## src/usb_transfer_packetizer_macros.svh

```systemverilog
// assertion macros used by the usb transfer packetizer datapath
// expects signals named clock and reset in the scope of each use
`ifndef USB_TRANSFER_PACKETIZER_MACROS_SVH
`define USB_TRANSFER_PACKETIZER_MACROS_SVH

// same-cycle implication
`define UTP_ASSERT_NOW(label, ante, cons, msg) \
   label: assert property (@(posedge clock) disable iff (reset) (ante) |-> (cons)) \
      else $error(msg);

// next-cycle implication
`define UTP_ASSERT_NEXT(label, ante, cons, msg) \
   label: assert property (@(posedge clock) disable iff (reset) (ante) |=> (cons)) \
      else $error(msg);

`endif

```

## src/utp_pkg.sv

```systemverilog
// shared types, codes and helpers for the usb transfer packetizer
// no dependencies
`timescale 1ns / 1ps

package utp_pkg;

   localparam int unsigned MaxTransfer = 504;
   localparam int unsigned MinChunk    = 8;
   localparam int unsigned SetupBytes  = 8;

   localparam int unsigned RegW  = 11;
   localparam int unsigned LenW  = 9;
   localparam int unsigned AddrW = 5;
   localparam int unsigned DataW = 32;

   // request and packet kinds
   localparam logic [1:0] CMD_SETUP = 2'd0;
   localparam logic [1:0] CMD_IN    = 2'd1;
   localparam logic [1:0] CMD_OUT   = 2'd2;

   // transfer types
   localparam logic [1:0] TT_CONTROL   = 2'd0;
   localparam logic [1:0] TT_BULK      = 2'd1;
   localparam logic [1:0] TT_INTERRUPT = 2'd2;
   localparam logic [1:0] TT_ISOC      = 2'd3;

   // register indexes (byte address is 4 times the index)
   localparam logic [2:0] REG_MAX_PACKET      = 3'd0;
   localparam logic [2:0] REG_CONTROL_SPLIT   = 3'd1;
   localparam logic [2:0] REG_BULK_SPLIT      = 3'd2;
   localparam logic [2:0] REG_INTERRUPT_SPLIT = 3'd3;
   localparam logic [2:0] REG_ISOC_SPLIT      = 3'd4;

   localparam logic [RegW-1:0] MAX_PACKET_RESET = 11'd64;

   typedef struct packed {
      logic [1:0]      cmd;
      logic [1:0]      transfer_type;
      logic            force_data1;
      logic [LenW-1:0] byte_count;
   } req_type;

   typedef struct packed {
      logic [1:0]      packet_kind;
      logic [RegW-1:0] packet_bytes;
      logic [LenW-1:0] byte_offset;
      logic            data_toggle;
      logic            last;
   } rsp_type;

   typedef struct packed {
      logic [RegW-1:0] max_packet;
      logic [RegW-1:0] control_split;
      logic [RegW-1:0] bulk_split;
      logic [RegW-1:0] interrupt_split;
      logic [RegW-1:0] isoc_split;
   } cfg_type;

   // controller to datapath
   typedef struct packed {
      logic capture;
      logic mod_step;
      logic emit_data;
      logic emit_zlp;
      logic emit_setup;
   } dp_cmd_type;

   // datapath to controller
   typedef struct packed {
      logic can_load;
      logic mod_busy;
      logic final_data;
      logic zlp;
   } dp_status_type;

   function automatic logic [RegW-1:0] at_least_min(input logic [RegW-1:0] v);
      logic [RegW-1:0] r;
      r = (v < RegW'(MinChunk)) ? RegW'(MinChunk) : v;
      return r;
   endfunction

endpackage

```

## src/utp_csr.sv

```systemverilog
// configuration registers behind an apb-style port
// depends on utp_pkg
`timescale 1ns / 1ps

module utp_csr (
   input  logic                      clock,
   input  logic                      reset,
   input  logic                      psel,
   input  logic                      penable,
   input  logic                      pwrite,
   input  logic [utp_pkg::AddrW-1:0] paddr,
   input  logic [utp_pkg::DataW-1:0] pwdata,
   output logic [utp_pkg::DataW-1:0] prdata,
   output logic                      pready,
   output utp_pkg::cfg_type          cfg
);

   utp_pkg::cfg_type cfg_ff, cfg_in;
   logic             wr_en;
   logic [2:0]       reg_idx;
   logic [utp_pkg::RegW-1:0] wval;
   logic [utp_pkg::RegW-1:0] rval;

   assign pready  = 1'b1;
   assign wr_en   = psel & penable & pwrite;
   assign reg_idx = paddr[4:2];
   assign wval    = pwdata[utp_pkg::RegW-1:0];

   always_comb begin
      cfg_in = cfg_ff;
      if (wr_en) begin
         case (reg_idx)
            utp_pkg::REG_MAX_PACKET:      cfg_in.max_packet      = wval;
            utp_pkg::REG_CONTROL_SPLIT:   cfg_in.control_split   = wval;
            utp_pkg::REG_BULK_SPLIT:      cfg_in.bulk_split      = wval;
            utp_pkg::REG_INTERRUPT_SPLIT: cfg_in.interrupt_split = wval;
            utp_pkg::REG_ISOC_SPLIT:      cfg_in.isoc_split      = wval;
            default:                      cfg_in = cfg_ff;
         endcase
      end
   end

   always_comb begin
      case (reg_idx)
         utp_pkg::REG_MAX_PACKET:      rval = cfg_ff.max_packet;
         utp_pkg::REG_CONTROL_SPLIT:   rval = cfg_ff.control_split;
         utp_pkg::REG_BULK_SPLIT:      rval = cfg_ff.bulk_split;
         utp_pkg::REG_INTERRUPT_SPLIT: rval = cfg_ff.interrupt_split;
         utp_pkg::REG_ISOC_SPLIT:      rval = cfg_ff.isoc_split;
         default:                      rval = '0;
      endcase
   end

   assign prdata = {{(utp_pkg::DataW - utp_pkg::RegW){1'b0}}, rval};
   assign cfg    = cfg_ff;

   always_ff @(posedge clock) begin
      if (reset) begin
         cfg_ff.max_packet      <= utp_pkg::MAX_PACKET_RESET;
         cfg_ff.control_split   <= '0;
         cfg_ff.bulk_split      <= '0;
         cfg_ff.interrupt_split <= '0;
         cfg_ff.isoc_split      <= '0;
      end else begin
         cfg_ff <= cfg_in;
      end
   end

endmodule

```

## src/utp_ctrl.sv

```systemverilog
// sequencing state machine: accept, remainder check, packet emission
// depends on utp_pkg
`timescale 1ns / 1ps

module utp_ctrl (
   input  logic                  clock,
   input  logic                  reset,
   input  logic                  req_valid,
   input  logic [1:0]            req_cmd,
   output logic                  req_stall,
   input  utp_pkg::dp_status_type status,
   output utp_pkg::dp_cmd_type   cmd
);

   typedef enum logic [2:0] {
      ST_IDLE,
      ST_MOD,
      ST_DATA,
      ST_ZLP,
      ST_SETUP
   } state_type;

   state_type state_ff, state_in;
   logic      stall_ff, stall_in;

   always_comb begin
      state_in = state_ff;
      cmd      = '0;
      case (state_ff)
         ST_IDLE: begin
            if (req_valid) begin
               case (req_cmd)
                  utp_pkg::CMD_SETUP: state_in = ST_SETUP;
                  utp_pkg::CMD_IN,
                  utp_pkg::CMD_OUT: begin
                     cmd.capture = 1'b1;
                     state_in    = ST_MOD;
                  end
                  default: state_in = ST_IDLE;
               endcase
            end
         end
         ST_MOD: begin
            if (status.mod_busy) begin
               cmd.mod_step = 1'b1;
            end else begin
               state_in = ST_DATA;
            end
         end
         ST_DATA: begin
            if (status.can_load) begin
               cmd.emit_data = 1'b1;
               if (status.final_data) begin
                  state_in = status.zlp ? ST_ZLP : ST_IDLE;
               end
            end
         end
         ST_ZLP: begin
            if (status.can_load) begin
               cmd.emit_zlp = 1'b1;
               state_in     = ST_IDLE;
            end
         end
         ST_SETUP: begin
            if (status.can_load) begin
               cmd.emit_setup = 1'b1;
               state_in       = ST_IDLE;
            end
         end
         default: state_in = ST_IDLE;
      endcase
      stall_in = (state_in != ST_IDLE);
   end

   assign req_stall = stall_ff;

   always_ff @(posedge clock) begin
      if (reset) begin
         state_ff <= ST_IDLE;
         stall_ff <= 1'b0;
      end else begin
         state_ff <= state_in;
         stall_ff <= stall_in;
      end
   end

endmodule

```

## src/utp_datapath.sv

```systemverilog
// request registers, remainder unit, packet sizing, toggle and output register
// depends on utp_pkg and usb_transfer_packetizer_macros.svh
`timescale 1ns / 1ps
`include "usb_transfer_packetizer_macros.svh"

module utp_datapath (
   input  logic                  clock,
   input  logic                  reset,
   input  utp_pkg::req_type      req_data,
   input  utp_pkg::cfg_type      cfg,
   input  utp_pkg::dp_cmd_type   cmd,
   output utp_pkg::dp_status_type status,
   output logic                  rsp_valid,
   input  logic                  rsp_stall,
   output utp_pkg::rsp_type      rsp_data
);

   localparam int unsigned LenW = utp_pkg::LenW;
   localparam int unsigned RegW = utp_pkg::RegW;

   logic [1:0]      kind_ff;
   logic [LenW-1:0] len_ff, rem_ff, offset_ff;
   logic [RegW-1:0] chunk_ff, mps_ff;
   logic            bulk_out_ff;
   logic            toggle_ff, toggle_in;
   logic            rsp_valid_ff, rsp_valid_in;
   utp_pkg::rsp_type rsp_ff, rsp_in;

   logic [LenW-1:0] len_sat;
   logic [RegW-1:0] ovr;
   logic [LenW-1:0] rest, n;
   logic [LenW:0]   next_off;
   logic            emit_any;
   logic            emit_flip;

   // request capture values
   always_comb begin
      len_sat = (req_data.byte_count > LenW'(utp_pkg::MaxTransfer))
                ? LenW'(utp_pkg::MaxTransfer) : req_data.byte_count;
      case (req_data.transfer_type)
         utp_pkg::TT_CONTROL:   ovr = cfg.control_split;
         utp_pkg::TT_BULK:      ovr = cfg.bulk_split;
         utp_pkg::TT_INTERRUPT: ovr = cfg.interrupt_split;
         default:               ovr = cfg.isoc_split;
      endcase
   end

   // chunk sizing for the next data packet
   assign rest     = len_ff - offset_ff;
   assign n        = ({{(RegW-LenW){1'b0}}, rest} < chunk_ff) ? rest : chunk_ff[LenW-1:0];
   assign next_off = {1'b0, offset_ff} + {1'b0, n};

   assign status.can_load   = ~rsp_valid_ff | ~rsp_stall;
   assign status.mod_busy   = bulk_out_ff & ({{(RegW-LenW){1'b0}}, rem_ff} >= mps_ff);
   assign status.final_data = (n == rest);
   assign status.zlp        = bulk_out_ff & (len_ff != '0) & (rem_ff == '0);

   assign emit_any  = cmd.emit_data | cmd.emit_zlp | cmd.emit_setup;
   assign emit_flip = cmd.emit_data | cmd.emit_zlp;

   always_comb begin
      rsp_in    = rsp_ff;
      toggle_in = toggle_ff;
      if (cmd.capture && req_data.force_data1) begin
         toggle_in = 1'b1;
      end
      if (cmd.emit_data) begin
         rsp_in.packet_kind  = kind_ff;
         rsp_in.packet_bytes = {{(RegW-LenW){1'b0}}, n};
         rsp_in.byte_offset  = offset_ff;
         rsp_in.data_toggle  = toggle_ff;
         rsp_in.last         = status.final_data & ~status.zlp;
         toggle_in           = ~toggle_ff;
      end else if (cmd.emit_zlp) begin
         rsp_in.packet_kind  = kind_ff;
         rsp_in.packet_bytes = '0;
         rsp_in.byte_offset  = len_ff;
         rsp_in.data_toggle  = toggle_ff;
         rsp_in.last         = 1'b1;
         toggle_in           = ~toggle_ff;
      end else if (cmd.emit_setup) begin
         rsp_in.packet_kind  = utp_pkg::CMD_SETUP;
         rsp_in.packet_bytes = RegW'(utp_pkg::SetupBytes);
         rsp_in.byte_offset  = '0;
         rsp_in.data_toggle  = 1'b0;
         rsp_in.last         = 1'b1;
         toggle_in           = 1'b1;
      end
      if (emit_any) begin
         rsp_valid_in = 1'b1;
      end else if (!rsp_stall) begin
         rsp_valid_in = 1'b0;
      end else begin
         rsp_valid_in = rsp_valid_ff;
      end
   end

   // request and payload registers
   always_ff @(posedge clock) begin
      if (cmd.capture) begin
         kind_ff     <= req_data.cmd;
         len_ff      <= len_sat;
         rem_ff      <= len_sat;
         offset_ff   <= '0;
         chunk_ff    <= utp_pkg::at_least_min((ovr != '0) ? ovr : cfg.max_packet);
         mps_ff      <= utp_pkg::at_least_min(cfg.max_packet);
      end else begin
         if (cmd.mod_step) begin
            rem_ff <= rem_ff - mps_ff[LenW-1:0];
         end
         if (cmd.emit_data) begin
            offset_ff <= next_off[LenW-1:0];
         end
      end
      rsp_ff <= rsp_in;
   end

   // control registers
   always_ff @(posedge clock) begin
      if (reset) begin
         bulk_out_ff  <= 1'b0;
         toggle_ff    <= 1'b0;
         rsp_valid_ff <= 1'b0;
      end else begin
         if (cmd.capture) begin
            bulk_out_ff <= (req_data.cmd == utp_pkg::CMD_OUT) &&
                           (req_data.transfer_type == utp_pkg::TT_BULK);
         end
         toggle_ff    <= toggle_in;
         rsp_valid_ff <= rsp_valid_in;
      end
   end

   assign rsp_valid = rsp_valid_ff;
   assign rsp_data  = rsp_ff;

   `UTP_ASSERT_NOW(a_load_when_free, emit_any, status.can_load, "packet over a pending one")
   `UTP_ASSERT_NEXT(a_toggle_flips, emit_flip, toggle_ff != $past(toggle_ff), "toggle stuck")
   `UTP_ASSERT_NEXT(a_offset_in_range, cmd.emit_data, offset_ff <= len_ff, "offset past length")
   `UTP_ASSERT_NOW(a_one_emit, 1'b1, $onehot0(cmd), "conflicting datapath commands")

endmodule

```

## src/usb_transfer_packetizer.sv

```systemverilog
// usb transfer packetizer: splits one endpoint transfer request into bus packets
// sequence: a setup request goes from idle to the setup state, then into the output register;
// in/out requests pass the remainder check state (repeated for bulk out) before the data state
// throughput: one packet per cycle while rsp is not stalled, up to 64 per request;
// the next request is taken the cycle after the last packet enters the output register
// reset: synchronous active high, toggle to data0, max_packet to 64, splits to 0
`timescale 1ns / 1ps

module usb_transfer_packetizer (
   input  logic                      clock,
   input  logic                      reset,
   // request channel
   input  logic                      req_valid,
   output logic                      req_stall,
   input  utp_pkg::req_type          req_data,
   // packet channel
   output logic                      rsp_valid,
   input  logic                      rsp_stall,
   output utp_pkg::rsp_type          rsp_data,
   // configuration port
   input  logic                      psel,
   input  logic                      penable,
   input  logic                      pwrite,
   input  logic [utp_pkg::AddrW-1:0] paddr,
   input  logic [utp_pkg::DataW-1:0] pwdata,
   output logic [utp_pkg::DataW-1:0] prdata,
   output logic                      pready
);

   utp_pkg::cfg_type      cfg;
   utp_pkg::dp_cmd_type   dp_cmd;
   utp_pkg::dp_status_type dp_status;

   // register file: endpoint max packet size and per-type chunk overrides
   utp_csr u_csr (
      .clock   (clock),
      .reset   (reset),
      .psel    (psel),
      .penable (penable),
      .pwrite  (pwrite),
      .paddr   (paddr),
      .pwdata  (pwdata),
      .prdata  (prdata),
      .pready  (pready),
      .cfg     (cfg)
   );

   // sequencer: one request at a time, stalls the request side while busy
   utp_ctrl u_ctrl (
      .clock     (clock),
      .reset     (reset),
      .req_valid (req_valid),
      .req_cmd   (req_data.cmd),
      .req_stall (req_stall),
      .status    (dp_status),
      .cmd       (dp_cmd)
   );

   // datapath: remainder by repeated subtraction for the zero-length packet test,
   // chunk sizing, data toggle and the single-entry output register
   utp_datapath u_datapath (
      .clock     (clock),
      .reset     (reset),
      .req_data  (req_data),
      .cfg       (cfg),
      .cmd       (dp_cmd),
      .status    (dp_status),
      .rsp_valid (rsp_valid),
      .rsp_stall (rsp_stall),
      .rsp_data  (rsp_data)
   );

endmodule
```

## config.mk

```make
export PLATFORM = sky130hd
export DESIGN_NAME = usb_transfer_packetizer
export DESIGN_NICKNAME = d
export VERILOG_FILES = /design/src/utp_pkg.sv /design/src/utp_csr.sv /design/src/utp_ctrl.sv /design/src/utp_datapath.sv /design/src/usb_transfer_packetizer.sv
export VERILOG_INCLUDE_DIRS = /design/src /design/src/src
export SDC_FILE = /design/constraint.sdc
export NUM_CORES = 1
export LEC_CHECK = 0
export BUFFER_PORTS_ARGS = -buffer_cell sky130_fd_sc_hd__buf_2
export CAP_MARGIN = 20
export CORE_ASPECT_RATIO = 0.6
export CORE_MARGIN = 2
export CORE_UTILIZATION = 55
export CTS_BUF_LIST = sky130_fd_sc_hd__clkbuf_16
export CTS_CLUSTER_SIZE = 8
export DETAILED_ROUTE_END_ITERATION = 6
export GPL_ROUTABILITY_DRIVEN = 1
export PLACE_DENSITY = 0.81
export RECOVER_POWER = 25
export SETUP_SLACK_MARGIN = 0.2
export SLEW_MARGIN = 10
export SYNTH_ARGS = -nofsm -noshare
export SYNTH_HDL_FRONTEND = slang
export SYNTH_HIERARCHICAL = 1
export SYNTH_SLANG_ARGS = --single-unit
```

## constraint.sdc

```tcl
create_clock -name clock -period 6.6 [get_ports clock]
set_input_delay 1.32 -clock clock [delete_from_list [all_inputs] [get_ports clock]]
set_output_delay 1.32 -clock clock [all_outputs]
set_load 0.005 [all_outputs]
```

# Word-level counts from Yosys, hierarchy flattened
# Cells that the tools add are included.
# Widths: inputs -> output; s select.
[classes] n_eq_ne=14 n_mux=33 add_sub_neg=3 reduce_logical=20 n_lt_le_gt_ge=5 bitwise_logic=13
[op_table] cell="$mux 24" n=3
[op_table] cell="$pmux 11 s5" n=1
[op_table] cell="$mux 9" n=4
[op_table] cell="$pmux 11 s3" n=1
[op_table] cell="$lt 11x4->1 const B" n=2
[op_table] cell="$sub 9x9->9" n=2
[op_table] cell="$mux 1" n=15
[op_table] cell="$mux 3" n=5
[op_table] cell="$eq 3x2->1 const B" n=4
[op_table] cell="$pmux 3 s4" n=1
[op_table] cell="$ge 9x11->1" n=1
[op_table] cell="$lt 9x11->1" n=1
[op_table] cell="$mux 11" n=1
[op_table] cell="$reduce_bool 11->1" n=1
[op_table] cell="$reduce_and 2->1" n=5
[op_table] cell="$add 9x9->9" n=1
[op_table] cell="$eq 9x9->1" n=1
[op_table] cell="$gt 9x9->1 const B" n=1
[op_table] cell="$logic_not 9->1" n=1
[op_table] cell="$reduce_bool 9->1" n=1
[op_table] cell="$and 1x1->1" n=6
[op_table] cell="$eq 3x1->1 const B" n=2
[op_table] cell="$eq 3x3->1 const B" n=2
[op_table] cell="$logic_not 3->1" n=2
[op_table] cell="other kinds (13)" n=24
[totals] input_bits=58 elab_cells=109 reg_bits=135

# Depth between registers and ports, before layout
[depth] depth_word=10 ltp_mapped=24

# Cells and area by module
# Netlist, hierarchy kept.
[by_module_without_submodules] module="utp_datapath" instances=1 area_per_inst_um2=4931.0 cells_each=475 seq_area_each_um2=2162.1
[by_module_without_submodules] module="utp_csr" instances=1 area_per_inst_um2=2845.2 cells_each=293 seq_area_each_um2=1101.1
[by_module_without_submodules] module="utp_ctrl" instances=1 area_per_inst_um2=277.8 cells_each=38 seq_area_each_um2=80.1

# Least setup slack after synthesis
# Ideal clock, no wire load.
[synth_path] path_kind="input -> register" from="in req_data[12] (netlist bit)" to="reg u_datapath.rem_ff[0], data pin" t_arrival_ns=4.834 setup_ns=0.268 stages=7 n_path_buf=2 path_slack_ns=1.498 cell_sequence="inv_1 -> ha_1 -> nand2_1 -> nor3_1 -> clkbuf_1 -> clkbuf_1 -> o21ai_0"
[synth_lines] item="start: declaration" line_no="usb_transfer_packetizer.sv:15" text="input utp_pkg::req_type req_data,"
[synth_lines] item="end signal: assignment" line_no="utp_datapath.sv:103" text="rem_ff <= len_sat;"
[synth_lines] item="end signal: assignment" line_no="utp_datapath.sv:109" text="rem_ff <= rem_ff - mps_ff[LenW-1:0];"
[synth_lines] item="end: declaration" line_no="utp_datapath.sv:22" text="logic [LenW-1:0] len_ff, rem_ff, offset_ff;"

# Final worst setup path
[layout_path] from="reg u_datapath.len_ff[0]" to="reg u_datapath.offset_ff[8]"
[layout_between] elab_chain_len=4
[layout_lines] item="start: declaration" line_no="utp_datapath.sv:22"
[layout_lines] item="start signal: assignment" line_no="utp_datapath.sv:102" text="len_ff <= len_sat;"
[layout_lines] item="$sub 9x9->9 *" line_no="utp_datapath.sv:49" text="assign rest = len_ff - offset_ff;"
[layout_lines] item="$lt 9x11->1" line_no="utp_datapath.sv:50" text="assign n = ({{(RegW-LenW){1'b0}}, rest} < chunk_ff) ? rest : chunk_ff[LenW-1:0];"
[layout_lines] item="$mux 9 *" line_no="utp_datapath.sv:50"
[layout_lines] item="named net u_datapath.n[0]" line_no="utp_datapath.sv:31" text="logic [LenW-1:0] rest, n;"
[layout_lines] item="$add 9x9->9 *" line_no="utp_datapath.sv:51" text="assign next_off = {1'b0, offset_ff} + {1'b0, n};"
[layout_lines] item="end signal: assignment" line_no="utp_datapath.sv:112" text="offset_ff <= next_off[LenW-1:0];"
[layout_lines] item="end: declaration" line_no="utp_datapath.sv:22"
# Mark *: on every way through the listed nets, which the timed path passes. The rest lies on a longest branch.
# A chain may end at the register's enable or synchronous reset.

==> results.md <==
Timing:
- In the finished design, the share of the clock period the worst path needs comes to a little over four fifths.
- The final critical delay including setup and external delays is ~5.6 ns.
- After layout, the worst setup slack is 0.996 ns.
- In the final timing run, aggregate negative setup slack is 0 ns.
- Setup repair after global routing left no endpoint under its margin.
- The worst pin sits at a relative slew slack of -70.0%.
- Derived from the worst setup path, the maximum achievable clock frequency is between 150 and 200 MHz.
- The slew at the pin with the worst max-slew slack is between 2 and 3 ns.
- Setup violations remaining at the end of the flow were counted as 0.
- The setup clock skew after layout is between 0.01 and 0.015 ns.
- The max-slew violation count is between 70 and 80.
- The count of final hold-check violations is 0.

Synthesis:
- The synthesized netlist devotes 2.89% of its cell area to XOR and XNOR gates.
- Yosys mapped a number of flops with a built-in enable equal to between 60 and 70.
- Summing the areas of all fa, ha and maj instances in the mapped netlist gives between 6 and 7% of the synthesized area.
- The dominant synthesized flop cell is sky130_fd_sc_hd__dfxtp_1.
- The number of instances in the synthesized netlist is a little over 800.
- The synthesized-area fraction occupied by ao, oa, aoi and oai cells is between 10% and 20%.
- The yosys synthesis warning count is 6.
- The distinct cell type count after synthesis is between 70 and 80.
- For this run, asynchronously set or reset flops after synthesis account for 0%.
- The post-synthesis sequential area ratio is approximately 42%.
- The synthesized area divided by synthesized cell count is 9.99 sq um.
- The simple-gate share of the synthesized area is 16.9%.
- After synthesis the netlist holds a flip-flop and latch count of about 140.
- The dominant combinational cell family by area after synthesis is simple AND/OR/NAND/NOR gates.
- The area of the mapped netlist is 8050 sq um.
- In the synthesized netlist, mux cells make up 13.3% of the area.

Clocking:
- The count of hold buffers inserted by post-cts repair is 0.
- CTS built an H-tree with a depth of 4.
- The number of cells upsized or downsized after cts is 0.
- The tree built by TritonCTS fans out to about 140 sinks.
- The maximum clock path buffer count is 2.
- The CTS tree is built.
- The clock latency on the worst-skew pair is approximately 0.41 ns.
- CTS placed an instance of sky130_fd_sc_hd__clkbuf_16 at the clock tree root.
- Buffers added to address setup during post-CTS repair amount to 0.
- Clock-pin slew was measured on the worst setup and hold paths at ~0.060 ns.
- Counting the buffers created by CTS gives 17.

Job:
- The tool flagged a number of max-cap violations equal to 1.

Final layout:
- The register area is approximately 3300 sq um.
- Summing all non-filler instances in the final layout gives an area of 8890 sq um.
- The area of combinational cells with multiple inputs is between 4000 and 5000 sq um.
- The net count of the finished layout is around 940.
- The area added between synthesis and finish is 10.4%.
- The post-route netlist has 13.1% of its cells at a drive strength greater than 1.
- The fill cell instance count of the final layout is roughly 1.2k.
- The antenna diode instance count is 0.

Drt:
- In this run the remaining antenna-violating nets after routing total 0.
- Dividing the detail-routed wire length by the instance count gives 17.8 um.
- The via count of the routed design is around 6k.
- Using the TritonRoute via totals, the vias-per-cell ratio works out to approximately 5.8.
- For this block, the initial DRC count from the detailed router was between 500 and 600.
- The number of detailed-routing iterations run before antenna repair is 5.
- The post-route DRC violation count is 0.
- The final wirelength is approximately 19000 um.

Setup path:
- The largest single stage delay on the critical path is around 0.45 ns.
- Data arrives at the worst endpoint at 5.93 ns.
- Walking the worst path, the cells encountered are inv_1, ha_1, fa_1, nand2b_1, a21oi_1, a221oi_2, xor2_1, ha_1, nand4_1, nor3_1, a211oi_2, nor3_4, inv_2, a21oi_1, ha_1, inv_1, fa_1, inv_1, a21o_1, a211oi_1, a21oi_1, mux2_2, o221ai_1.
- The data required time at the worst endpoint is slightly below 7 ns.
- The critical path startpoint category is a flop.
- The type of the setup path with the least slack is flop to flop.
- The category of the worst setup path capture point is a flop.
- Along the worst path, the maximum fanout reaches 8.
- Among cell families on the critical path, the largest total delay comes from adder cells.
- The cell at the slowest stage of the critical path is sky130_fd_sc_hd__fa_1.
- The number of buffers and inverters on the critical path is 4.

Floorplanning:
- The number of placement rows is 34.
- In this run the count of I/O pins placed on the die edge is about 120.
- The core outline area is about 14000 sq um.
- The floorplan step set the die height to roughly 98 um.
- The die area is roughly 16000 sq um.
- The die outline width is ~160 um.
- The starting density of the core is between 50% and 60%.

Status:
- The flow ran to the end, but the final reports show violations.
- The final reports fail on capacitance limit, slew limit.

Global routing:
- The maximum number of pins on one net before global-route repair is 73.
- The number of antenna violations at the first check in global routing is 0.
- The via count of the first global-routing pass is between 5k and 6k.
- The overall track demand over capacity in global routing is 24.7%.
- The remaining global-route overflow is 0.
- The first global-routing pass estimated around 31000 um of wire.

Power and ir drop:
- Across the VDD grid, the largest voltage drop is ~0.00018 V.
- The power share of the combinational group is about 29%.
- Sequential cells account for 36.4% of the total power.
- For this design the total switching power over the nets is roughly 860 uW.
- For this design the static power due to leakage is approximately 3.9 nW.
- The total power divided by cell area is just under 300 nW/um^2.
- The part of the power in the clock network is 34.8%.
- The switching power as a share of total power is about a third.
- The internal portion of the total power is between 1.5 and 2 mW.

Place:
- The standard cell area after detailed placement is 8340 sq um.
- The count of input and output buffers is 69.
- The congestion estimate from routability-driven global placement came to a little under 0.9.
- The worst setup slack before clock tree synthesis is ~1.2 ns.
- Once detailed placement completed, the half-perimeter wirelength came to about 13000 um.

Min path:
- The worst hold path class is flop to flop.
==> sequential cells by signal (all words and copies together) (netlist names) <==
register and cells:
u_datapath/chunk_ff 11, u_ctrl/state_ff 3, u_datapath/offset_ff 9, u_datapath/kind_ff 2
u_datapath/mps_ff 11, u_datapath/len_ff 9, u_datapath/rsp_data 22, u_datapath/rem_ff 9
u_datapath/toggle_ff 1, u_ctrl/req_stall 1, u_datapath/rsp_valid 1, u_datapath/bulk_out_ff 1
u_csr/cfg 55
==> cell usage after synthesis, drive strengths merged (2+ instances only) <==
| library cell | instances | area [sq um] |
|---|---|---|
| dfxtp | 71 | 1420 |
| mux2i | 71 | 711 |
| edfxtp | 64 | 1920 |
| nand2b | 63 | 394 |
| o21ai | 54 | 270 |
| nor2 | 49 | 184 |
| inv | 44 | 165 |
| nand2 | 38 | 145 |
| clkbuf | 37 | 139 |
| buf | 36 | 267 |
| ha | 34 | 425 |
| a21oi | 30 | 150 |
| a21o | 25 | 188 |
| nor2b | 25 | 156 |
| nor3 | 17 | 96.4 |
| xnor2 | 17 | 149 |
| mux4 | 11 | 263 |
| and2 | 10 | 62.6 |
| nor4 | 10 | 68.8 |
| mux2 | 9 | 101 |
| o22ai | 9 | 56.3 |
| xor2 | 7 | 61.3 |
| a211oi | 6 | 55.1 |
| or2 | 6 | 37.5 |
| and3 | 5 | 32.5 |
| nand4 | 5 | 46.3 |
| a221oi | 4 | 41.3 |
| conb | 3 | 11.3 |
| fa | 3 | 60.1 |
| nand3 | 3 | 15.0 |
| nand4b | 3 | 26.3 |
| o21a | 3 | 22.5 |
| or3 | 3 | 18.8 |
| a211o | 2 | 17.5 |
| a221o | 2 | 20.0 |
| a22oi | 2 | 15.0 |
| a31oi | 2 | 12.5 |
| nand3b | 2 | 15.0 |
| nor3b | 2 | 26.3 |
==> kinds of logic (layout without fill, tap and decap cells) <==
logic type,Yosys count,count (layout)
flip-flops,135,135
XOR/XNOR,25,25
buffers and inverters,117,147
multiplexers,91,91
AND/OR/NAND/NOR,245,245
adder cells (fa/ha/maj),37,37
other,3,24
AO/OA/AOI/OAI,153,153
==> power groups by stage <==
| stage | Combinational [mW] | Clock [mW] | Sequential [mW] |
|---|---|---|---|
| 6_report | 0.762 | 0.922 | 0.966 |
| 5_1_grt | 0.840 | 0.967 | 0.972 |
| 4_1_cts | 0.744 | 0.929 | 0.965 |
| 3_5_place_dp | 0.725 | 0 | 0.982 |
| 3_3_place_gp | 0.712 | 0 | 0.981 |
| 2_1_floorplan | 0.581 | 0 | 0.973 |
==> final cells by class <==
class / instances / area share (%)
tap: 198 / 2.79
timing repair buffer: 71 / 3.80
sequential: 135 / 37.6
clock buffer: 18 / 5.07
clock inverter: 14 / 1.37
multi-input combinational: 575 / 47.5
inverter: 44 / 1.86
==> worst min-delay path: cells and delay by family (launching register included) <==
kind | cells | cell delay (ns)
and+or+nand+nor | 1 | 0.07
muxes | 1 | 0.06
DFF | 1 | 0.31
==> cell usage in the layout (no fill, tap or decap), types with 30 or more instances in the layout <==
master,Yosys,routed
sky130_fd_sc_hd__nand2b_1,63,63
sky130_fd_sc_hd__nand2_1,37,37
sky130_fd_sc_hd__mux2i_1,71,71
sky130_fd_sc_hd__a21oi_1,30,30
sky130_fd_sc_hd__dfxtp_1,71,71
sky130_fd_sc_hd__inv_1,43,46
sky130_fd_sc_hd__ha_1,34,34
sky130_fd_sc_hd__buf_2,6,54
sky130_fd_sc_hd__edfxtp_1,64,64
sky130_fd_sc_hd__o21ai_0,50,50
sky130_fd_sc_hd__nor2_1,49,49
==> routing by layer <==
metal | share of wire [%] | GRT usage [%] | wire length, um | up-vias
met5 | 0 | 0 | 0 | -
met1 | 47 | 38.2 | 8900 | 2933
met3 | 9.3 | 5.10 | 1750 | 26
met4 | 1.2 | 6.65 | 224 | 0
li1 | - | - | - | 2888
met2 | 42 | 35.2 | 7860 | 280
==> final timing paths <==
| kind | start | to | slack [ns] | depth (start not counted) |
|---|---|---|---|---|
| min reg2reg | u_csr/cfg[23] | u_csr/cfg[23] | 0.49 | 2 |
| max | u_datapath/len_ff[0] | u_datapath/offset_ff[8] | 1.0 | 23 |
| max reg2reg | u_datapath/len_ff[0] | u_datapath/offset_ff[8] | 1.0 | 23 |
| min | u_csr/cfg[23] | u_csr/cfg[23] | 0.49 | 2 |
==> metrics by stage <==
stage	hold WS, ns	power, mW	utilization, %	instances
4_1_cts	0.490	2.64	62.0	1055
3_5_place_dp	0.480	1.71	58.0	1023
2_1_floorplan	0.457	1.55	-	827
5_1_grt	0.507	2.78	61.8	1055
3_3_place_gp	0.476	1.69	58.0	1023
6_report	0.492	2.65	61.8	1055
(Power assumes the default switching activity.)
